File: config.mk
export PLATFORM = sky130hd
export DESIGN_NAME = depth_temp_sensor_conditioner_unit
export DESIGN_NICKNAME = d
export VERILOG_FILES = /design/src/design/dtsc_pkg.sv /design/src/design/dtsc_cfg_regs.sv /design/src/design/dtsc_core.sv /design/src/design/depth_temp_sensor_conditioner_unit.sv
export SDC_FILE = /design/constraint.sdc
export NUM_CORES = 1
export LEC_CHECK = 0
export BUFFER_PORTS_ARGS = -buffer_cell sky130_fd_sc_hd__buf_4
export CAP_MARGIN = 10
export CORE_ASPECT_RATIO = 0.9
export CORE_MARGIN = 2
export CORE_UTILIZATION = 51
export CTS_CLUSTER_SIZE = 25
export DETAILED_ROUTE_END_ITERATION = 12
export PLACE_DENSITY_LB_ADDON = 0.15
export SYNTH_ARGS = -nofsm -noshare
export SYNTH_HDL_FRONTEND = slang
export SYNTH_SLANG_ARGS = --single-unit
File: constraint.sdc
create_clock -name clk -period 30.3 [get_ports clk]
set_clock_uncertainty 0.2 [all_clocks]
set_input_delay 1.515 -clock clk [delete_from_list [all_inputs] [get_ports clk]]
set_output_delay 1.515 -clock clk [all_outputs]
set_load 0.005 [all_outputs]
File: src/design/dtsc_pkg.sv
package dtsc_pkg;

	// field widths
	localparam int PCW        = 12;
	localparam int MVW        = 12;
	localparam int DEPTH_OUTW = 16;
	localparam int TEMP_OUTW  = 16;
	localparam int PZ_W       = 12;
	localparam int GAIN_W     = 20;
	localparam int DOFF_W     = 12;
	localparam int TOFF_W     = 14;
	localparam int PERIOD_W   = 16;
	localparam int CFG_IDX_W  = 3;
	localparam int CFG_DATA_W = 20;

	// internal state widths
	localparam int DSTATE_W = 20;
	localparam int TSTATE_W = 20;
	localparam int TICK_W   = 16;

	// default adc resolution
	localparam int ADC_BITS_DEF = 12;

	// register reset values
	localparam logic [PZ_W-1:0]     PZ_RST     = PZ_W'(408);
	localparam logic [GAIN_W-1:0]   GAIN_RST   = GAIN_W'(361667);
	localparam logic [DOFF_W-1:0]   DOFF_RST   = DOFF_W'(399);
	localparam logic [TOFF_W-1:0]   TOFF_RST   = TOFF_W'(5000);
	localparam logic [PERIOD_W-1:0] PERIOD_RST = PERIOD_W'(10000);

	// register indexes
	typedef enum logic [CFG_IDX_W-1:0] {
		CFG_PRESSURE_ZERO  = 3'd0,
		CFG_DEPTH_GAIN     = 3'd1,
		CFG_DEPTH_OFFSET   = 3'd2,
		CFG_TEMP_OFFSET    = 3'd3,
		CFG_PUBLISH_PERIOD = 3'd4
	} cfg_idx_t;

	// item kinds
	localparam logic FUNC_TICK   = 1'b0;
	localparam logic FUNC_SAMPLE = 1'b1;

	typedef struct packed {
		logic           func;
		logic [PCW-1:0] pressure_counts;
		logic [MVW-1:0] temp_mv;
		logic           bus_busy;
	} in_item_t;

	typedef struct packed {
		logic        [DEPTH_OUTW-1:0] depth_out;
		logic signed [TEMP_OUTW-1:0]  temp_filtered;
		logic signed [TEMP_OUTW-1:0]  temp_raw;
		logic        [PCW-1:0]        pressure_echo;
		logic                         published;
	} out_item_t;

	typedef struct packed {
		logic [PZ_W-1:0]     pressure_zero;
		logic [GAIN_W-1:0]   depth_gain;
		logic [DOFF_W-1:0]   depth_offset;
		logic [TOFF_W-1:0]   temp_offset;
		logic [PERIOD_W-1:0] publish_period;
	} cfg_t;

endpackage

File: src/design/dtsc_cfg_regs.sv
module dtsc_cfg_regs
	import dtsc_pkg::*;
(
	input  logic                  clk,
	input  logic                  arst_n,
	input  logic                  wr_en,
	input  logic [CFG_IDX_W-1:0]  wr_index,
	input  logic [CFG_DATA_W-1:0] wr_data,
	output cfg_t                  cfg
);

	cfg_t cfg_q;

	// register file, writes beyond the list are dropped
	always_ff @(posedge clk or negedge arst_n) begin
		if (!arst_n) begin
			cfg_q.pressure_zero  <= PZ_RST;
			cfg_q.depth_gain     <= GAIN_RST;
			cfg_q.depth_offset   <= DOFF_RST;
			cfg_q.temp_offset    <= TOFF_RST;
			cfg_q.publish_period <= PERIOD_RST;
		end else if (wr_en) begin
			case (wr_index)
				CFG_PRESSURE_ZERO:  cfg_q.pressure_zero  <= wr_data[PZ_W-1:0];
				CFG_DEPTH_GAIN:     cfg_q.depth_gain     <= wr_data[GAIN_W-1:0];
				CFG_DEPTH_OFFSET:   cfg_q.depth_offset   <= wr_data[DOFF_W-1:0];
				CFG_TEMP_OFFSET:    cfg_q.temp_offset    <= wr_data[TOFF_W-1:0];
				CFG_PUBLISH_PERIOD: cfg_q.publish_period <= wr_data[PERIOD_W-1:0];
				default: ;
			endcase
		end
	end

	assign cfg = cfg_q;

endmodule

File: src/design/dtsc_core.sv
module dtsc_core
	import dtsc_pkg::*;
#(
	parameter int ADC_BITS = ADC_BITS_DEF
) (
	input  logic      clk,
	input  logic      arst_n,
	input  logic      step,
	input  in_item_t  item,
	input  cfg_t      cfg,
	output out_item_t result
);

	localparam int DIFF_W = PCW + 1;
	localparam int PROD_W = DIFF_W + GAIN_W + 1;
	localparam int SUM_W  = DSTATE_W + 6;
	localparam int CRAW_W = 18;
	localparam int TSUM_W = TSTATE_W + 4;
	localparam int FRAC_SHIFT = 12;

	localparam logic [PCW-1:0] P_MASK = PCW'((33'd1 << ADC_BITS) - 33'd1);
	localparam logic signed [SUM_W-1:0] DEPTH_MAX = SUM_W'((1 << DSTATE_W) - 1);
	localparam logic signed [CRAW_W-1:0] CRAW_MAX = CRAW_W'(32767);
	localparam logic signed [CRAW_W-1:0] CRAW_MIN = -CRAW_W'(32768);
	localparam logic signed [TSUM_W-1:0] TS_MAX = TSUM_W'((1 << (TSTATE_W - 1)) - 1);
	localparam logic signed [TSUM_W-1:0] TS_MIN = -TSUM_W'(1 << (TSTATE_W - 1));

	logic        [DSTATE_W-1:0] depth_state_q;
	logic signed [TSTATE_W-1:0] temp_state_q;
	logic        [TICK_W-1:0]   tick_count_q;
	logic                       pending_q;

	logic        [PCW-1:0]      p;
	logic signed [DIFF_W-1:0]   diff;
	logic signed [PROD_W-1:0]   prod;
	logic signed [SUM_W-1:0]    dsum;
	logic signed [SUM_W-1:0]    dfilt;
	logic        [DSTATE_W-1:0] depth_next;
	logic signed [CRAW_W-1:0]   craw;
	logic signed [TEMP_OUTW-1:0] craw_sat;
	logic signed [TSUM_W-1:0]   tsum;
	logic signed [TSUM_W-1:0]   tfilt;
	logic signed [TSTATE_W-1:0] temp_next;
	logic                       pub;

	// depth: gain and offset, then 1/8 filter and clamp
	always_comb begin
		p    = item.pressure_counts & P_MASK;
		diff = $signed({1'b0, p}) - $signed({1'b0, cfg.pressure_zero});
		prod = PROD_W'(diff) * PROD_W'($signed({1'b0, cfg.depth_gain}));
		dsum = SUM_W'(prod >>> FRAC_SHIFT)
			+ $signed(SUM_W'({cfg.depth_offset, 4'b0000}))
			+ $signed(SUM_W'({depth_state_q, 3'b000}))
			- $signed(SUM_W'(depth_state_q));
		dfilt = dsum >>> 3;
		if (dfilt[SUM_W-1]) begin
			depth_next = '0;
		end else if (dfilt > DEPTH_MAX) begin
			depth_next = DEPTH_MAX[DSTATE_W-1:0];
		end else begin
			depth_next = dfilt[DSTATE_W-1:0];
		end
	end

	// temperature: centidegrees, saturate, 1/8 filter
	always_comb begin
		craw = $signed(CRAW_W'({item.temp_mv, 3'b000}) + CRAW_W'({item.temp_mv, 1'b0})
			- CRAW_W'(cfg.temp_offset));
		if (craw > CRAW_MAX) begin
			craw_sat = CRAW_MAX[TEMP_OUTW-1:0];
		end else if (craw < CRAW_MIN) begin
			craw_sat = CRAW_MIN[TEMP_OUTW-1:0];
		end else begin
			craw_sat = craw[TEMP_OUTW-1:0];
		end
		tsum = (TSUM_W'(craw_sat) <<< 4) + (TSUM_W'(temp_state_q) <<< 3)
			- TSUM_W'(temp_state_q);
		tfilt = tsum >>> 3;
		if (tfilt > TS_MAX) begin
			temp_next = TS_MAX[TSTATE_W-1:0];
		end else if (tfilt < TS_MIN) begin
			temp_next = TS_MIN[TSTATE_W-1:0];
		end else begin
			temp_next = tfilt[TSTATE_W-1:0];
		end
	end

	assign pub = pending_q && !item.bus_busy;

	// filter state, tick counter and publish flag
	always_ff @(posedge clk or negedge arst_n) begin
		if (!arst_n) begin
			depth_state_q <= '0;
			temp_state_q  <= '0;
			tick_count_q  <= '0;
			pending_q     <= 1'b0;
		end else if (step) begin
			if (item.func == FUNC_TICK) begin
				if (tick_count_q > cfg.publish_period) begin
					pending_q    <= 1'b1;
					tick_count_q <= '0;
				end else begin
					tick_count_q <= tick_count_q + TICK_W'(1);
				end
			end else begin
				depth_state_q <= depth_next;
				temp_state_q  <= temp_next;
				if (pub) begin
					pending_q <= 1'b0;
				end
			end
		end
	end

	// result of a sample, from the updated state
	always_comb begin
		result.depth_out     = depth_next[DSTATE_W-1 -: DEPTH_OUTW];
		result.temp_filtered = TEMP_OUTW'(temp_next >>> 4);
		result.temp_raw      = craw_sat;
		result.pressure_echo = p;
		result.published     = pub;
	end

endmodule

File: src/design/depth_temp_sensor_conditioner_unit.sv
// Depth and temperature conditioner.
// Input channel (in_valid / in_ready / in_item): each item is a timer tick
// or a sample pair (pressure counts, temperature mV, bus busy flag).
// Output channel (out_valid / out_ready / out_item): one result item per
// sample, none per tick; ticks only advance the publish counter.
// Config channel (cfg_valid / cfg_ready / cfg_index / cfg_data): always
// ready, write only while the block is idle.
// Path: an item is registered on acceptance and worked out from the input
// register through one multiplier and the two filter adders; its result is
// loaded into the output register when the item advances, and out_valid
// rises with it; a receiver stall can hold the item back.
// Throughput: one item per cycle while the receiver does not stall; the
// feedback through the filter state closes combinationally.
// Receiver stall: the output register holds its result; one further item
// waits in the input register, then in_ready drops. Ticks pass on even
// while a result waits.
// Reset: filter state, tick counter and pending publish clear, registers
// return to their defaults, both pipeline registers empty.
module depth_temp_sensor_conditioner_unit
	import dtsc_pkg::*;
#(
	parameter int ADC_BITS = ADC_BITS_DEF
) (
	input  logic                  clk,
	input  logic                  arst_n,
	input  logic                  in_valid,
	output logic                  in_ready,
	input  in_item_t              in_item,
	output logic                  out_valid,
	input  logic                  out_ready,
	output out_item_t             out_item,
	input  logic                  cfg_valid,
	output logic                  cfg_ready,
	input  logic [CFG_IDX_W-1:0]  cfg_index,
	input  logic [CFG_DATA_W-1:0] cfg_data
);

	cfg_t      cfg;
	in_item_t  item_s1;
	logic      valid_s1;
	logic      adv;
	out_item_t result;
	out_item_t out_q;
	logic      out_valid_q;

	assign cfg_ready = 1'b1;

	dtsc_cfg_regs u_cfg (
		.clk      (clk),
		.arst_n   (arst_n),
		.wr_en    (cfg_valid),
		.wr_index (cfg_index),
		.wr_data  (cfg_data),
		.cfg      (cfg)
	);

	// a tick always moves on, a sample needs room in the output register
	assign adv = valid_s1 && (item_s1.func == FUNC_TICK || !out_valid_q || out_ready);
	assign in_ready = !valid_s1 || adv;

	// input register
	always_ff @(posedge clk or negedge arst_n) begin
		if (!arst_n) begin
			valid_s1 <= 1'b0;
		end else if (in_ready) begin
			valid_s1 <= in_valid;
		end
	end

	always_ff @(posedge clk) begin
		if (in_ready && in_valid) begin
			item_s1 <= in_item;
		end
	end

	dtsc_core #(
		.ADC_BITS (ADC_BITS)
	) u_core (
		.clk    (clk),
		.arst_n (arst_n),
		.step   (adv),
		.item   (item_s1),
		.cfg    (cfg),
		.result (result)
	);

	// output register
	always_ff @(posedge clk or negedge arst_n) begin
		if (!arst_n) begin
			out_valid_q <= 1'b0;
		end else if (adv && item_s1.func == FUNC_SAMPLE) begin
			out_valid_q <= 1'b1;
		end else if (out_ready) begin
			out_valid_q <= 1'b0;
		end
	end

	always_ff @(posedge clk) begin
		if (adv && item_s1.func == FUNC_SAMPLE) begin
			out_q <= result;
		end
	end

	assign out_valid = out_valid_q;
	assign out_item  = out_q;

endmodule

# Yosys cells after proc, flatten, opt, wreduce, memory -nomap -nowiden
# Index checks and enable logic that the tools add are counted.
word_totals:
  wordCells: 75
  reg_bits: 220
  output_inout_bits: 64
  in_bits: 54
op_classes:
  n_reduce_logical: 21
  mul: 1
  n_lt_le_gt_ge: 6
  n_eq_ne: 5
  n_addsub: 9
  bitwise_logic: 1
  muxes: 12
op_table:
  columns: ["operator", "count"]
  rows:
  - ["2-to-1 mux 20 bit", 4]
  - ["2-to-1 mux 16 bit", 3]
  - ["multiplier 13 x 21 -> 34 bit", 1]
  - ["adder 26 x 24 -> 26 bit", 1]
  - ["subtractor 26 x 21 -> 26 bit", 1]
  - ["adder 20 x 23 -> 24 bit", 1]
  - ["subtractor 24 x 20 -> 24 bit", 1]
  - ["adder 22 x 17 -> 23 bit", 1]
  - ["> comparator 23 x 21 -> 1 bit, second input constant", 1]
  - ["> comparator 21 x 20 -> 1 bit, second input constant", 1]
  - ["< comparator 21 x 20 -> 1 bit, second input constant", 1]
  - ["> comparator 18 x 16 -> 1 bit, second input constant", 1]
  - ["< comparator 18 x 16 -> 1 bit, second input constant", 1]
  - ["subtractor 18 x 14 -> 18 bit", 1]
  - ["adder 15 x 13 -> 16 bit", 1]
  - ["adder 16 x 1 -> 16 bit, second input constant", 1]
  - ["> comparator 16 bit", 1]
  - ["AND reduction 2 bit", 7]
  - ["subtractor 12 x 12 -> 13 bit", 1]
  - ["equality test 3 x 2 -> 1 bit, second input constant", 2]
  - ["2-to-1 mux 1 bit", 5]
  - ["logical AND 1 bit", 4]
  - ["nonzero test 2 bit", 2]
  - ["equality test 3 x 1 -> 1 bit, second input constant", 1]
  - ["other kinds (7)", 11]

# Depth between registers and ports, before layout
logic_depth:
  word_depth: 10
  depth_mapped: 56

# By module
# A second synthesis with hierarchy kept.
unflattened:
  hier_cells: 2233
  area_unflattened_um2: 22535.4
modules_own_cells:
  columns: ["mod", "seq_area_each_um2", "n_inst", "area_per_inst_um2", "cells_each"]
  rows:
  - ["dtsc_core", 1426.4, 1, 16982.5, 1974]
  - ["dtsc_cfg_regs", 1886.8, 1, 2822.7, 160]
  - ["depth_temp_sensor_conditioner_unit", 2662.6, 1, 2730.1, 99]

# Worst setup path before layout
# Ideal clock, no wire load.
synth_timing:
  path_type: "register to register"
  start: "register u_cfg.cfg_q, in the netlist u_cfg.cfg[63]"
  end: "register u_core.depth_state_q[14]"
  required_ps: 29975
  t_arrival_ps: 12633
  stages_incl_launch_ff: 53
  path_slack_ps: 17342
  cell_sequence: "dfrtp_1 -> inv_1 -> ha_1 -> nor2b_1 -> o21ai_0 -> a21boi_0 -> o21ai_0 -> a21boi_0 -> o21ai_0 -> a21boi_0 -> o21a_1 -> o41ai_1 -> buf_2 -> mux2_2 -> fa_1 -> fa_1 -> inv_1 -> fa_1 -> [17 not listed] -> o21a_1 -> nor3_1 -> o31ai_1 -> o41ai_1 -> nor3_1 -> mux2i_1 -> xnor2_1 -> fa_1 -> ha_1 -> a21o_1 -> a21o_1 -> a21oi_1 -> o21ai_0 -> and4_1 -> nor3_4 -> buf_4 -> a21oi_1 -> mux2_2"
synth_rtl:
  columns: ["item", "line", "source"]
  rows:
  - ["start, declared", "dtsc_cfg_regs.sv:12", "cfg_t cfg_q;"]
  - ["end signal, assigned", "dtsc_core.sv:106", "depth_state_q <= depth_next;"]
  - ["end, declared", "dtsc_core.sv:28", "logic [DSTATE_W-1:0] depth_state_q;"]

==> run summary <==
status: completed
Rows: 72
Area Overhead vs Synth: 10.47%
Post-synth EDFFs: 87
Net count, final: 2792
Max Freq: 66.72 MHz
RSZ-0062 raised after global routing: false
Syn Nets: 2713
Clock Tree Buf Depth: 3
Final Hold Viols: 0
CTS tree: yes
largest net degree at the start of global routing: 68
Critical-path top delay cell: o21ai_1
wire length on met2: 23.53 mm
number of DRC markers in iteration 0: 815
clock transition at the registers of the reported paths: 60 ps
post-synthesis cell type count: 83
Place WS: 15590 ps
Port Buf Inserts: 116
register area share after synthesis: 26.99%
Post-DRT Antenna Nets: 0
vias per cell: 5.535
Die Wd: 223.6 microns
residual DRC count: 0
first-pass GRT wire length: 86.52 mm
synthesized flop and latch total: 220
H-tree depth: 1
# setup viols final: 0
Core Area: 42880 sq um
post-synth top area share: 21.43%
Final Routed Wirelength: 52.77 mm
DIE AREA: 45100 sq um
post-DP HPWL: 41.28 mm
Synth Area per Inst: 10.05 sq um
CTS Root Cell: clkbuf_16
Pre-antenna DRT Iters: 5
minimum clock period: 14990 ps
share of cells above drive strength 1: 14.12%
WL per Instance: 18.46 microns
Worst setup EP type: flip-flop
final worst-path setup slack: 15310 ps
vias in the first global route: 16320
Hold Buf Count CTS: 0
most common cell in the netlist: inv_1
Synth warnings: 0
Routed met1 length: 25.09 mm
fraction of registers with async set/reset: 60.45%
global route overflow: 0
Synth Instances: 2203
Post-synth top flop: dfrtp_1
die height: 201.7 microns
TNS Setup: 0 ps
Final Core Density: 57.04%
FILL cells: 3729
crit path DAT: 15220 ps
Slew @ Worst Pin: 1126 ps
total CTS buffers: 26
IO Pins: 118
Post-Synthesis Cell Area: 22140 sq um
setup repair bufs after CTS: 0
Top Layer Used: met4
Initial Util: 51.63%
Most Frequent Cell on Critical Path: fa_1
max-cap viol count: 0
initial antenna violation count: 2
Worst Path Max Fanout: 21
Worst-Skew Late Latency: 580 ps
largest area contributor in the netlist: fa_1
critical path class: reg -> reg
Critical Path RT: 30540 ps
post_cts resized: 0
GRT Util Overall: 24.11%
critical path's largest stage delay: 870 ps
Setup crit start kind: flip-flop
Period Utilization, post-route: 49.47%
area occupied by multi-input gates: 14740 sq um
worst hold path type: reg -> reg
routed wl met3: 2.719 mm
routed vias: 15820
clk sinks: 220
Post-synth top cells: inv_1, fa_1, nand2_1
register area: 5976 sq um
max_slew headroom: 24.92%
fin. max-slew vios: 0
Placer Congestion: 0.8818
Synth area leaders: fa_1, ha_1, dfrtp_1
[per-stage QoR]
stage	area [sq um]	instances	hold slack [ps]
finish	24460	2859	249.2
global route	24450	2857	253.6
CTS	24450	2857	251.3
detailed placement	23550	2809	249.7
global placement	23550	2809	232.0
floorplan	22140	2203	226.4
[worst paths after layout]
kind                                  start                        to  slack [ps]  cells past startpoint
min in group asynchronous            arst_n          u_core.pending_q         760                      1
worst max-delay path            item_s1[13]  u_core.depth_state_q[18]       15310                     51
worst min register to register  item_s1[13]               out_item[1]         250                      0
worst min-delay path            item_s1[13]               out_item[1]         250                      0
worst max register to register  item_s1[13]  u_core.depth_state_q[18]       15310                     51
max in group asynchronous            arst_n   u_core.depth_state_q[6]       27780                      2
[layout make-up]
class                      instances  share of cell area [%]
antenna                            2                 0.02046
clock buffer                      34                   2.957
clock inverter                    14                  0.7520
inverter                         303                   4.660
multi-input combinational       1599                   60.27
sequential                       220                   24.43
tap                              555                   2.839
timing repair buffer             132                   4.067
[sequential cells by signal, summed over array words and instances, names as in the netlist]
signal	cells
item_s1	26
out_item	61
out_valid	1
u_cfg.cfg	74
u_core.depth_state_q	20
u_core.pending_q	1
u_core.temp_state_q	20
u_core.tick_count_q	16
valid_s1	1
[cell usage in the layout, fill, tap and decap left out, types with 35 or more instances in the layout]
| master | n |
|---|---|
| inv_1 | 302 |
| fa_1 | 237 |
| nand2_1 | 225 |
| ha_1 | 219 |
| buf_4 | 131 |
| dfrtp_1 | 105 |
| nor2_1 | 88 |
| a21oi_1 | 88 |
| mux2_2 | 88 |
| edfxtp_1 | 87 |
| o21ai_0 | 73 |
| xnor2_1 | 59 |
| nand2b_1 | 54 |
| nand3_1 | 44 |
| xor2_1 | 42 |
| nor2b_1 | 36 |
| a21o_1 | 35 |
[layer usage]
metal | track usage, % | vias up
met2 | 37.89 | 385
met1 | 35.29 | 7888
met4 | 6.071 | 0
met5 | 0 | -
li1 | - | 7475
met3 | 3.417 | 76
[worst max-delay path: cells and delay by family (launching register included)]
kind | cells | cell delay, ps
flip-flops | 1 | 380
adder cells (fa/ha/maj) | 13 | 5290
AO/OA/AOI/OAI | 22 | 6380
XOR/XNOR | 1 | 170
buffers and inverters | 4 | 210
AND/OR/NAND/NOR | 9 | 1660
multiplexers | 2 | 560
[kinds of logic after synthesis]
| logic type | synth area share, % |
|---|---|
| AND/OR/NAND/NOR | 14.03 |
| adder cells (fa/ha/maj) | 33.80 |
| XOR/XNOR | 3.995 |
| buffers and inverters | 6.595 |
| flip-flops | 26.99 |
| other | 0.01694 |
| AO/OA/AOI/OAI | 9.392 |
| multiplexers | 5.176 |
Power is left out: the tool's default activity adds up to more than one toggle a clock period on the data nets, which glitch-free logic cannot reach.
